$ cat config.mk
export PLATFORM = sky130hd
export DESIGN_NAME = pwm_led_controller_16ch
export DESIGN_NICKNAME = d
export VERILOG_FILES = /design/src/hdl/plc_pkg.sv /design/src/hdl/plc_timebase.sv /design/src/hdl/plc_channel.sv /design/src/hdl/pwm_led_controller_16ch.sv
export SDC_FILE = /design/constraint.sdc
export NUM_CORES = 2
export LEC_CHECK = 0
export BUFFER_PORTS_ARGS = -buffer_cell sky130_fd_sc_hd__buf_2
export CORE_MARGIN = 4
export CORE_UTILIZATION = 37
export DETAILED_ROUTE_END_ITERATION = 8
export HOLD_SLACK_MARGIN = 0.02
export SETUP_SLACK_MARGIN = 0.05
export SLEW_MARGIN = 40
export SYNTH_ARGS = -nofsm -noshare
export SYNTH_HDL_FRONTEND = slang
export SYNTH_HIERARCHICAL = 1
export SYNTH_SLANG_ARGS = --single-unit
export TNS_END_PERCENT = 5
$ cat constraint.sdc
create_clock -name clk -period 13.9 [get_ports clk]
set_clock_uncertainty 0.05 [all_clocks]
set_input_delay 3.475 -clock clk [delete_from_list [all_inputs] [get_ports clk]]
set_output_delay 3.475 -clock clk [all_outputs]
set_load 0.01 [all_outputs]
$ cat src/hdl/plc_pkg.sv
package plc_pkg;

  localparam logic [1:0] CMD_WRITE = 2'd0;
  localparam logic [1:0] CMD_READ  = 2'd1;
  localparam logic [1:0] CMD_TICK  = 2'd2;

  localparam logic [7:0] REG_MODE1    = 8'h00;
  localparam logic [7:0] REG_MODE2    = 8'h01;
  localparam logic [7:0] REG_CH_BASE  = 8'h06;
  localparam logic [7:0] REG_ALL_BASE = 8'hFA;
  localparam logic [7:0] REG_ALL_LAST = 8'hFD;
  localparam logic [7:0] REG_PRESCALE = 8'hFE;

  localparam logic [1:0] BYTE_ON_L  = 2'd0;
  localparam logic [1:0] BYTE_ON_H  = 2'd1;
  localparam logic [1:0] BYTE_OFF_L = 2'd2;
  localparam logic [1:0] BYTE_OFF_H = 2'd3;

  localparam int         BIT_RESTART  = 7;
  localparam int         BIT_SLEEP    = 4;
  localparam int         BIT_INVRT    = 4;
  localparam int         BIT_FULL     = 4;
  localparam logic [7:0] MIN_PRESCALE = 8'd3;
  localparam logic [7:0] PRESCALE_RST = 8'h1E;
  localparam logic [7:0] MODE1_RST    = 8'h11;
  localparam logic [4:0] MODE2_RST    = 5'h04;
  localparam logic [4:0] FULL_OFF_RST = 5'h10;

  localparam int PHASE_MAX_W = 16;
  localparam int OUT_W       = 16;

  typedef struct packed {
    logic       en;
    logic [1:0] sel;
    logic [7:0] data;
  } chan_wr_t;

  typedef struct packed {
    logic [7:0] on_l;
    logic [4:0] on_h;
    logic [7:0] off_l;
    logic [4:0] off_h;
  } chan_regs_t;

  function automatic logic chan_level(input chan_regs_t r,
                                      input logic [PHASE_MAX_W-1:0] phase);
    logic [PHASE_MAX_W-1:0] on;
    logic [PHASE_MAX_W-1:0] off;
    logic                   lvl;
    on  = PHASE_MAX_W'({r.on_h[3:0], r.on_l});
    off = PHASE_MAX_W'({r.off_h[3:0], r.off_l});
    if (r.off_h[BIT_FULL]) begin
      lvl = 1'b0;
    end else if (r.on_h[BIT_FULL]) begin
      lvl = 1'b1;
    end else if (on < off) begin
      lvl = (phase >= on) && (phase < off);
    end else if (on > off) begin
      lvl = (phase >= on) || (phase < off);
    end else begin
      lvl = 1'b0;
    end
    return lvl;
  endfunction

endpackage

$ cat src/hdl/plc_timebase.sv
module plc_timebase #(
  parameter int COUNTER_BITS = 12
) (
  input  logic                    clk,
  input  logic                    rst,
  input  logic                    tick,
  input  logic [7:0]              prescale,
  output logic [COUNTER_BITS-1:0] phase_next
);

  logic [7:0]              divider;
  logic [7:0]              divider_next;
  logic [COUNTER_BITS-1:0] phase;

  always_comb begin
    divider_next = divider;
    phase_next   = phase;
    if (tick) begin
      if (divider >= prescale) begin
        divider_next = 8'd0;
        phase_next   = phase + COUNTER_BITS'(1);
      end else begin
        divider_next = divider + 8'd1;
      end
    end
  end

  always_ff @(posedge clk) begin
    if (rst) begin
      divider <= 8'd0;
      phase   <= '0;
    end else begin
      divider <= divider_next;
      phase   <= phase_next;
    end
  end

endmodule

$ cat src/hdl/plc_channel.sv
module plc_channel (
  input  logic                                clk,
  input  logic                                rst,
  input  plc_pkg::chan_wr_t                   wr,
  input  logic [plc_pkg::PHASE_MAX_W-1:0]     phase,
  output plc_pkg::chan_regs_t                 regs,
  output logic                                level
);

  plc_pkg::chan_regs_t regs_next;

  always_comb begin
    regs_next = regs;
    if (wr.en) begin
      case (wr.sel)
        plc_pkg::BYTE_ON_L:  regs_next.on_l  = wr.data;
        plc_pkg::BYTE_ON_H:  regs_next.on_h  = wr.data[4:0];
        plc_pkg::BYTE_OFF_L: regs_next.off_l = wr.data;
        plc_pkg::BYTE_OFF_H: regs_next.off_h = wr.data[4:0];
        default:             regs_next = regs;
      endcase
    end
  end

  assign level = plc_pkg::chan_level(regs_next, phase);

  always_ff @(posedge clk) begin
    if (rst) begin
      regs.on_l  <= 8'd0;
      regs.on_h  <= 5'd0;
      regs.off_l <= 8'd0;
      regs.off_h <= plc_pkg::FULL_OFF_RST;
    end else begin
      regs <= regs_next;
    end
  end

endmodule

$ cat src/hdl/pwm_led_controller_16ch.sv
// Channel  | Handshake         | Payload
// request  | in_valid/in_stall | command, reg_address, write_data
// result   | out_valid/out_stall | read_data, pwm_outputs, access_error
//
// One request is accepted per cycle while in_stall is low; each gives one result.
// The request is held in an input register and processed in one pass into
// the result register, which also updates the register file and phase counter.
// A stalled result holds the pass, and the input register then stalls requests.
// Synchronous reset restores control, phase, valid flags and full-off channels.
module pwm_led_controller_16ch #(
  parameter int CHANNELS     = 16,
  parameter int COUNTER_BITS = 12
) (
  input  logic        clk,
  input  logic        rst,
  input  logic        in_valid,
  output logic        in_stall,
  input  logic [1:0]  command,
  input  logic [7:0]  reg_address,
  input  logic [7:0]  write_data,
  output logic        out_valid,
  input  logic        out_stall,
  output logic [7:0]  read_data,
  output logic [15:0] pwm_outputs,
  output logic        access_error
);

  localparam logic [8:0] CH_END = 9'(32'(plc_pkg::REG_CH_BASE) + 4 * CHANNELS);

  logic                    req_valid;
  logic [1:0]              req_cmd;
  logic [7:0]              req_addr;
  logic [7:0]              req_data;
  logic                    advance;
  logic                    accept;

  logic [7:0]              mode_one;
  logic [7:0]              mode_one_next;
  logic [4:0]              mode_two;
  logic [4:0]              mode_two_next;
  logic [7:0]              prescale;
  logic [7:0]              prescale_next;

  logic                    is_write;
  logic                    is_read;
  logic                    chan_hit;
  logic                    all_hit;
  logic [7:0]              pos;
  logic [1:0]              all_sel;
  logic                    tick_en;
  logic [COUNTER_BITS-1:0] phase_next;
  logic [CHANNELS-1:0]     levels;
  logic [7:0]              chan_byte;
  logic [7:0]              rd_next;
  logic                    err_next;
  logic [15:0]             pwm_next;

  plc_pkg::chan_regs_t     regs [CHANNELS];
  plc_pkg::chan_wr_t       wr   [CHANNELS];

  assign advance  = req_valid && (!out_valid || !out_stall);
  assign in_stall = req_valid && out_valid && out_stall;
  assign accept   = in_valid && !in_stall;

  always_ff @(posedge clk) begin
    if (rst) begin
      req_valid <= 1'b0;
    end else if (accept) begin
      req_valid <= 1'b1;
    end else if (advance) begin
      req_valid <= 1'b0;
    end
  end

  always_ff @(posedge clk) begin
    if (accept) begin
      req_cmd  <= command;
      req_addr <= reg_address;
      req_data <= write_data;
    end
  end

  assign is_write = advance && (req_cmd == plc_pkg::CMD_WRITE);
  assign is_read  = req_cmd == plc_pkg::CMD_READ;
  assign pos      = req_addr - plc_pkg::REG_CH_BASE;
  assign chan_hit = (req_addr >= plc_pkg::REG_CH_BASE) && ({1'b0, req_addr} < CH_END);
  assign all_hit  = (req_addr >= plc_pkg::REG_ALL_BASE) &&
                    (req_addr <= plc_pkg::REG_ALL_LAST);
  assign all_sel  = req_addr[1:0] - plc_pkg::REG_ALL_BASE[1:0];
  assign tick_en  = advance && (req_cmd == plc_pkg::CMD_TICK) &&
                    !mode_one[plc_pkg::BIT_SLEEP];

  plc_timebase #(
    .COUNTER_BITS(COUNTER_BITS)
  ) u_timebase (
    .clk       (clk),
    .rst       (rst),
    .tick      (tick_en),
    .prescale  (prescale),
    .phase_next(phase_next)
  );

  for (genvar ch = 0; ch < CHANNELS; ch++) begin : g_chan
    always_comb begin
      wr[ch].en   = is_write && (all_hit || (chan_hit && (pos[7:2] == 6'(ch))));
      wr[ch].sel  = all_hit ? all_sel : pos[1:0];
      wr[ch].data = req_data;
    end

    plc_channel u_channel (
      .clk  (clk),
      .rst  (rst),
      .wr   (wr[ch]),
      .phase(plc_pkg::PHASE_MAX_W'(phase_next)),
      .regs (regs[ch]),
      .level(levels[ch])
    );
  end

  always_comb begin
    chan_byte = 8'd0;
    for (int ch = 0; ch < CHANNELS; ch++) begin
      if (pos[7:2] == 6'(ch)) begin
        case (pos[1:0])
          plc_pkg::BYTE_ON_L:  chan_byte = regs[ch].on_l;
          plc_pkg::BYTE_ON_H:  chan_byte = {3'd0, regs[ch].on_h};
          plc_pkg::BYTE_OFF_L: chan_byte = regs[ch].off_l;
          plc_pkg::BYTE_OFF_H: chan_byte = {3'd0, regs[ch].off_h};
          default:             chan_byte = 8'd0;
        endcase
      end
    end
  end

  always_comb begin
    mode_one_next = mode_one;
    mode_two_next = mode_two;
    prescale_next = prescale;
    rd_next       = 8'd0;
    err_next      = 1'b0;
    if (req_cmd == plc_pkg::CMD_WRITE) begin
      if (req_addr == plc_pkg::REG_MODE1) begin
        mode_one_next[6:0] = req_data[6:0];
        if (req_data[plc_pkg::BIT_SLEEP] && !mode_one[plc_pkg::BIT_SLEEP]) begin
          mode_one_next[plc_pkg::BIT_RESTART] = 1'b1;
        end else if (req_data[plc_pkg::BIT_RESTART]) begin
          mode_one_next[plc_pkg::BIT_RESTART] = 1'b0;
        end
      end else if (req_addr == plc_pkg::REG_MODE2) begin
        mode_two_next = req_data[4:0];
      end else if (chan_hit || all_hit) begin
        err_next = 1'b0;
      end else if (req_addr == plc_pkg::REG_PRESCALE) begin
        if (!mode_one[plc_pkg::BIT_SLEEP]) begin
          err_next = 1'b1;
        end else begin
          prescale_next = (req_data < plc_pkg::MIN_PRESCALE) ? plc_pkg::MIN_PRESCALE
                                                             : req_data;
        end
      end else begin
        err_next = 1'b1;
      end
    end else if (is_read) begin
      if (req_addr == plc_pkg::REG_MODE1) begin
        rd_next = mode_one;
      end else if (req_addr == plc_pkg::REG_MODE2) begin
        rd_next = {3'd0, mode_two};
      end else if (chan_hit) begin
        rd_next = chan_byte;
      end else if (all_hit) begin
        rd_next = 8'd0;
      end else if (req_addr == plc_pkg::REG_PRESCALE) begin
        rd_next = prescale;
      end else begin
        err_next = 1'b1;
      end
    end
  end

  assign pwm_next = plc_pkg::OUT_W'(levels ^ {CHANNELS{mode_two_next[plc_pkg::BIT_INVRT]}});

  always_ff @(posedge clk) begin
    if (rst) begin
      mode_one <= plc_pkg::MODE1_RST;
      mode_two <= plc_pkg::MODE2_RST;
      prescale <= plc_pkg::PRESCALE_RST;
    end else if (advance) begin
      mode_one <= mode_one_next;
      mode_two <= mode_two_next;
      prescale <= prescale_next;
    end
  end

  always_ff @(posedge clk) begin
    if (rst) begin
      out_valid <= 1'b0;
    end else if (advance) begin
      out_valid <= 1'b1;
    end else if (!out_stall) begin
      out_valid <= 1'b0;
    end
  end

  always_ff @(posedge clk) begin
    if (advance) begin
      read_data    <= rd_next;
      pwm_outputs  <= pwm_next;
      access_error <= err_next;
    end
  end

endmodule

After elaboration in Yosys (flattened, before gate mapping) --
Cells that the tools add are included.
Word-level totals: ROM bits 0, input port bits 22, latch bits 0, register bits 502, output and inout port bits 27, RAM bits 0, memories 0
Operators by class: reductions and logical operators 108, bitwise gates (word level) 5, div/mod/pow operators 0, equal/unequal tests 26, muxes and demuxes 207, multiply operators 0, shifts and indexed selects 0, $lt $le $gt $ge 70, $add $sub $neg 4
Operator list (number):
- case mux 8 bit (4 select lines) | 16
- two-way mux 8 bit | 55
- two-way mux 26 bit | 16
- < comparator 12 bit | 32
- greater-or-equal comparator 12 bit | 16
- greater-than comparator 12 bit | 16
- two-way mux 5 bit | 35
- two-way mux 1 bit | 82
- logical AND 1 bit | 58
- equality test 6 x 4 -> 1 bit (second input constant) | 8
- logical OR 1 bit | 34
- equality test 6 x 3 -> 1 bit (second input constant) | 4
- two-way mux 12 bit | 2
- bitwise XOR 16 bit | 1
- adder 12 x 1 -> 12 bit (second input constant) | 1
- equality test 6 x 2 -> 1 bit (second input constant) | 2
- equality test 2 bit (second input constant) | 5
- adder 8 x 1 -> 8 bit (second input constant) | 1
- equality test 8 x 1 -> 1 bit (second input constant) | 1
- equality test 8 bit (second input constant) | 1
- greater-or-equal comparator 8 x 3 -> 1 bit (second input constant) | 1
- greater-or-equal comparator 8 bit | 1
- greater-or-equal comparator 8 bit (second input constant) | 1
- <= comparator 8 bit (second input constant) | 1
- other kinds (18) | 30

Depth between registers and ports, before layout --
word-level depth 22, mapped depth 23, gate-level depth less buffers 18

Modules after synthesis --
The synthesis kept the hierarchy.
Modules (own cells, without submodules):
- plc_channel (g_chan[14].u_channel ...) | cells an instance 210, times used 8, area each 1860.5 sq um, seq. area each 520.5 sq um
- plc_channel (g_chan[0].u_channel ...) | cells an instance 212, times used 7, area each 1889.3 sq um, seq. area each 520.5 sq um
- pwm_led_controller_16ch | cells an instance 640, times used 1, area each 7133.1 sq um, seq. area each 1751.7 sq um
- plc_channel (g_chan[8].u_channel) | cells an instance 202, times used 1, area each 1810.5 sq um, seq. area each 520.5 sq um
- plc_timebase | cells an instance 154, times used 1, area each 1381.3 sq um, seq. area each 400.4 sq um

Worst setup path before layout --
Ideal clock, no wire load.
kind input-to-reg, start point input port out_stall, end point register pwm_outputs[8], data pin, stages on the path 15, arrival time 10.289 ns, slack 3.304 ns, data required time 13.592 ns, cells stage by stage a21boi_0 > and3_1 > buf_2 > nand3_1 > a311o_2 > a21boi_1 > xor2_1 > ha_1 > a21o_1 > a2111oi_2 > nor4_1 > or3_1 > o21ai_1 > and4_1 > xnor2_1
Between the ends: longest elaborated chain between the ends 13, elaborated cells on any way between the ends 20, those cells by class 4 x order compare; 6 x mux; 1 x bitwise; 9 x reduce/logical
RTL lines:
- start, declared | RTL line pwm_led_controller_16ch.sv:22 | input logic out_stall,
- zero test 1 bit (*)
- logical OR 1 bit (*) | RTL line pwm_led_controller_16ch.sv:61 | assign advance = req_valid && (!out_valid || !out_stall);
- logical AND 1 bit (*) | RTL line pwm_led_controller_16ch.sv:61
- logical AND 1 bit (*) (2 in a row) | RTL line pwm_led_controller_16ch.sv:90 | assign tick_en = advance && (req_cmd == plc_pkg::CMD_TICK) &&
- net tick_en | RTL line pwm_led_controller_16ch.sv:50 | logic tick_en;
- two-way mux 12 bit (*) | RTL line plc_timebase.sv:18 | if (tick) begin
- net phase_next[2] | RTL line pwm_led_controller_16ch.sv:51 | logic [COUNTER_BITS-1:0] phase_next;
- greater-or-equal comparator 12 bit or < comparator 12 bit (tied branches) | RTL line plc_pkg.sv:57, plc_pkg.sv:59
- logical OR 1 bit | RTL line plc_pkg.sv:59 | lvl = (phase >= on) || (phase < off);
- two-way mux 1 bit | RTL line plc_pkg.sv:58 | end else if (on > off) begin
- two-way mux 1 bit (*) | RTL line plc_pkg.sv:56 | end else if (on < off) begin
- two-way mux 1 bit (*) | RTL line plc_pkg.sv:54 | end else if (r.on_h[BIT_FULL]) begin
- two-way mux 1 bit (*) | RTL line plc_pkg.sv:52 | if (r.off_h[BIT_FULL]) begin
- net levels[8] | RTL line pwm_led_controller_16ch.sv:52 | logic [CHANNELS-1:0] levels;
- bitwise XOR 16 bit (*) | RTL line pwm_led_controller_16ch.sv:180 | assign pwm_next = plc_pkg::OUT_W'(levels ^ {CHANNELS{mode_two_next[plc_pkg::BIT_INVRT]}});
- net pwm_next[8] | RTL line pwm_led_controller_16ch.sv:56 | logic [15:0] pwm_next;
- end signal, assigned | RTL line pwm_led_controller_16ch.sv:207 | pwm_outputs <= pwm_next;
- end, declared | RTL line pwm_led_controller_16ch.sv:24 | output logic [15:0] pwm_outputs,
Mark *: on every way through the listed nets, which the timed path passes. The rest lies on a longest branch. A chain may end at the register's enable or synchronous reset.

Worst setup path in the final report --
start point input port out_stall, end point register pwm_outputs[4], data pin
Between the ends: longest elaborated chain between the ends 13, elaborated cells on any way between the ends 20, those cells by class 4 x order compare; 6 x mux; 1 x bitwise; 9 x reduce/logical
RTL lines:
- zero test 1 bit (*)
- logical OR 1 bit (*) | RTL line pwm_led_controller_16ch.sv:61
- logical AND 1 bit (*) | RTL line pwm_led_controller_16ch.sv:61
- net advance | RTL line pwm_led_controller_16ch.sv:34 | logic advance;
- logical AND 1 bit (*) (2 in a row) | RTL line pwm_led_controller_16ch.sv:90
- net tick_en | RTL line pwm_led_controller_16ch.sv:50
- two-way mux 12 bit (*) | RTL line plc_timebase.sv:18
- net phase_next[2] | RTL line pwm_led_controller_16ch.sv:51
- greater-or-equal comparator 12 bit or < comparator 12 bit (tied branches) | RTL line plc_pkg.sv:57, plc_pkg.sv:59
- logical OR 1 bit | RTL line plc_pkg.sv:59
- two-way mux 1 bit | RTL line plc_pkg.sv:58
- two-way mux 1 bit (*) | RTL line plc_pkg.sv:56
- two-way mux 1 bit (*) | RTL line plc_pkg.sv:54
- two-way mux 1 bit (*) | RTL line plc_pkg.sv:52
- net levels[4] | RTL line pwm_led_controller_16ch.sv:52
- bitwise XOR 16 bit (*) | RTL line pwm_led_controller_16ch.sv:180
- net pwm_next[4] | RTL line pwm_led_controller_16ch.sv:56
Marks and branches as above.

==> results.md <==
Drt:
- The remaining antenna violation count is 0.
- The via density per instance is 5.79.
- In this run, the number of DRC markers left after iteration 0 of detailed routing was approximately 2700.
- For this run, design rule violations remaining after detail routing come to 0.
- The routed layout has 32700 vias.
- The final layout contains routed wiring with a total length of 125000 µm.
- The routed length per instance is 22.1 µm.
- Before antenna repair, the detailed router went through 6 iterations.

Synth:
- Sequential cells were found to cover 27.3% of the synthesized design area.
- By instance count, the leading cell after synthesis is nor2_1.
- In this run, distinct cell masters in the synthesized netlist total 107.
- By count the netlist is led by nor2_1, ha_1, dfxtp_1, mux2i_1, inv_1.
- The average instance in the mapped netlist occupies 9.24 µm².
- After synthesis the netlist holds a flip-flop and latch count of ~500.
- The share of synthesized area in the top cell type comes to a little under a quarter.
- The Yosys step of the flow raised 6 warnings.
- The cell area after technology mapping is 38400 µm².
- The number of instances in the synthesized netlist is 4160.
- Ranked by total cell area, the synthesized netlist is headed by dfxtp_1, ha_1, mux2i_1.
- The count of flip-flops with a built-in enable after synthesis is 43.
- The async set-or-reset flop fraction in the synthesized netlist is 0%.
- For this run, the leading register cell type out of synthesis is dfxtp_1.
- Summed over all instances, the cell type with the most area after synthesis is dfxtp_1.

Placement:
- Routability-driven placement finished with a final weighted congestion of 0.895.
- The count of buffers added on input and output ports is 48.
- The HPWL after detailed placement is 83800 µm.

Timing:
- For this run, the top clock speed supported by timing is between 100 and 150 MHz.
- The clock period minus final worst setup slack is 8.47 ns.
- Setup violations remaining at the end of the flow were counted as 0.
- In this run the tightest slew margin relative to its limit is 41.3%.
- The final critical-path share of the clock period is 60.9%.
- At the pin with the least slew margin, the transition time is 0.873 ns.
- The aggregate negative setup slack is 0 ns.
- The number of pins with negative max-slew slack in the final report came to 0.
- Setup repair after global routing left no endpoint under its margin.
- The final hold violation count is 0.

Setup path:
- The critical path's slowest cell is buf_4.
- Data on the critical path is required at its endpoint by 14.23 ns.
- Of all nets on the critical path, the largest fanout is 27.
- The critical path is of the in2reg type.
- The delay of the slowest cell on the worst path is approximately 0.55 ns.
- STA puts the critical path data arrival time at 8.80 ns.
- The type of destination of the critical path is a register.
- The most numerous cell on the critical path is buf_4.
- The critical path goes through buf_2 -> a21boi_4 -> buf_4 -> and3_1 -> nand3_1 -> a311o_2 -> a21boi_1 -> xor2_4 -> buf_4 -> buf_4 -> ha_1 -> nor2_1 -> a2111oi_0 -> o41ai_2 -> o211ai_1 -> o21ai_1 -> a311o_1 -> xnor2_1.
- The worst setup path is launched from an input port.

CTS:
- The cell sitting at the root of the clock tree is a clkbuf_16.
- The TritonCTS clock tree is done.
- The count of clock tree sinks is 502.
- The quantity of gates resized following cts is 0.
- The number of hold-repair buffers added at the cts stage is 0.
- The number of buffers inserted by post-CTS setup repair is 0.
- The H-tree depth is 2.
- Buffers inserted during clock tree synthesis total 60.
- The later-pin clock latency in the skew report is 0.66 ns.
- In this run the deepest clock path goes through 3 buffers.
- Clock-pin slew was measured on the worst setup and hold paths at 0.07 ns.

Die:
- The core region is 102000 µm².
- 49 I/O pins were placed.
- The area of the die is 109000 µm².
- The initial utilization of the core area, before any placement, comes to 37.5%.
- The die is 330 µm tall.
- The cell row count is 117.
- The width of the die is 330 µm.

Final layout:
- The fraction of layout instances using a drive strength above 1 is 11.1%.
- The layout-stage area growth over the synthesis result is 11.3%.
- The antenna diode count is 0.
- The number of nets in the final layout is 4775.

GRT:
- The first global-routing pass estimated 191000 µm of wire.
- The initial antenna violation count is 2.
- Entering global routing, the biggest net connects 190 pins.
- The via count of the first global-routing pass came to approximately 31000.
- Global routing consumed, over all layers together, 22.3% of the routing resources.
- The global-route congestion overflow total is 0.

Power and ir drop:
- The total power per unit cell area is 79.6 nW/µm².
- The part of the power in combinational logic is 6.9%.
- The internal power consumption is 2.53 mW.
- The power dissipated by switching net loads is 0.877 mW.
- Sequential cells burn 43.3% of the power.
- The switching share of power is 25.8%.
- Power comes to around 3.4 mW.
- The maximum ir drop on the vdd rail is about 0.09 mV.
- In this run the static leakage power is 20.4 nW.
- Per report_power, the clock group accounts for between 40% and 50% of the total.

Hold path:
- The class of the tightest hold or removal check is reg2reg.

Run status:
- The flow ran to the end, and the final reports show no timing, DRC or antenna violations.

Flow run:
- The tool flagged a number of max-cap violations equal to 0.
critical path: cells and delay by family:
kind,cells,cell delay [ns]
AND/OR/NAND/NOR,3,0.68
AO/OA/AOI/OAI,8,2.41
XOR/XNOR,2,0.28
adder cells (fa/ha/maj),1,0.25
buffers and inverters,4,1.62
layout make-up:
class	instances	area (µm²)
repair buffers	109	813
flip-flops and latches	502	10500
multi-input cells	3275	26600
fillers	10100	59700
well taps	1368	1710
inverters	281	1060
clock inverters	42	483
clock buffers	68	1600
layout by cell type (no fill, tap or decap), types with 18 or more instances in the layout:
master | netlist | layout
inv_1 | 279 | 279
nor2_1 | 540 | 537
nand4bb_1 | 30 | 30
nor2b_1 | 60 | 60
edfxtp_1 | 43 | 43
mux4_2 | 93 | 93
buf_2 | 52 | 47
a21oi_1 | 208 | 208
xnor2_1 | 18 | 18
and3_1 | 35 | 35
a2111oi_0 | 25 | 25
buf_4 | 31 | 51
ha_1 | 524 | 524
a211oi_1 | 33 | 33
nand3_1 | 65 | 65
nor3b_1 | 42 | 31
mux2i_1 | 414 | 414
o21ai_0 | 146 | 146
and4_1 | 22 | 22
nand4_1 | 63 | 63
clkbuf_16 | 0 | 61
and3b_1 | 24 | 24
dfxtp_1 | 459 | 459
conb_1 | 1 | 64
nand2_1 | 207 | 206
nand3b_1 | 41 | 41
a21o_1 | 42 | 42
o21ai_1 | 32 | 32
nand2b_1 | 25 | 25
nor3_1 | 53 | 53
mux2_2 | 24 | 24
o211ai_1 | 60 | 60
worst paths after layout:
check                              start                   endpoint  slack (ns)  cells past startpoint
setup reg to reg   req_addr[1]$_DFFE_PP_  pwm_outputs[12]$_DFFE_PP_        6.93                     18
setup / recovery               out_stall   pwm_outputs[4]$_DFFE_PP_        5.43                     18
hold / removal    req_valid$_SDFFE_PP0P_     out_valid$_SDFFE_PP0P_        0.44                      2
hold reg to reg   req_valid$_SDFFE_PP0P_     out_valid$_SDFFE_PP0P_        0.44                      2
cell families (layout without fill, tap and decap cells):
logic type               Yosys count  in the layout  share of synthesized area [%]
adder cells (fa/ha/maj)          524            524                           17.1
other                              1             64                        0.00976
buffers and inverters            446            500                           5.02
multiplexers                     541            541                           17.3
AND/OR/NAND/NOR                 1295           1295                           17.2
AO/OA/AOI/OAI                    815            815                           15.3
XOR/XNOR                          36             36                          0.859
flip-flops                       502            502                           27.3
per-stage QoR:
stage	hold slack, ns	worst slack, ns	util [%]	cell area (µm²)	instances
CTS	0.444	5.45	41.7	42700	5643
floorplan	0.394	3.30	-	38700	4223
finish	0.444	5.43	41.7	42800	5645
global route	0.468	5.21	41.7	42800	5645
detailed placement	0.425	4.75	39.6	40600	5533
global placement	0.423	4.84	39.5	40500	5532
routing by layer:
layer / vias to the layer above / track usage, % / part of all wire [%]
met3: 202 / 2.77 / 6.2
li1: 15500 / - / -
met5: - / 0 / 0.010
met1: 15900 / 30.6 / 45
met4: 2 / 5.97 / 2.7
met2: 1057 / 37.1 / 46
power groups by stage:
stage | combinational (mW) | sequential [mW] | clock, mW
after global placement | 0.223 | 1.51 | 0
after CTS | 0.227 | 1.47 | 1.72
final | 0.234 | 1.47 | 1.69
after floorplan | 0.128 | 1.52 | 0
after global routing | 0.245 | 1.47 | 1.78
after detailed placement | 0.227 | 1.51 | 0
registers in the layout, summed over array words and instances (netlist names), 5 cells and up:
name and count:
g_chan.u_channel/regs 416, pwm_outputs 16, u_timebase/phase 12, mode_one 8
prescale 8, read_data 8, req_addr 8, req_data 8
u_timebase/divider 8, mode_two 5
No activity file was read; power rests on OpenSTA's default activity.
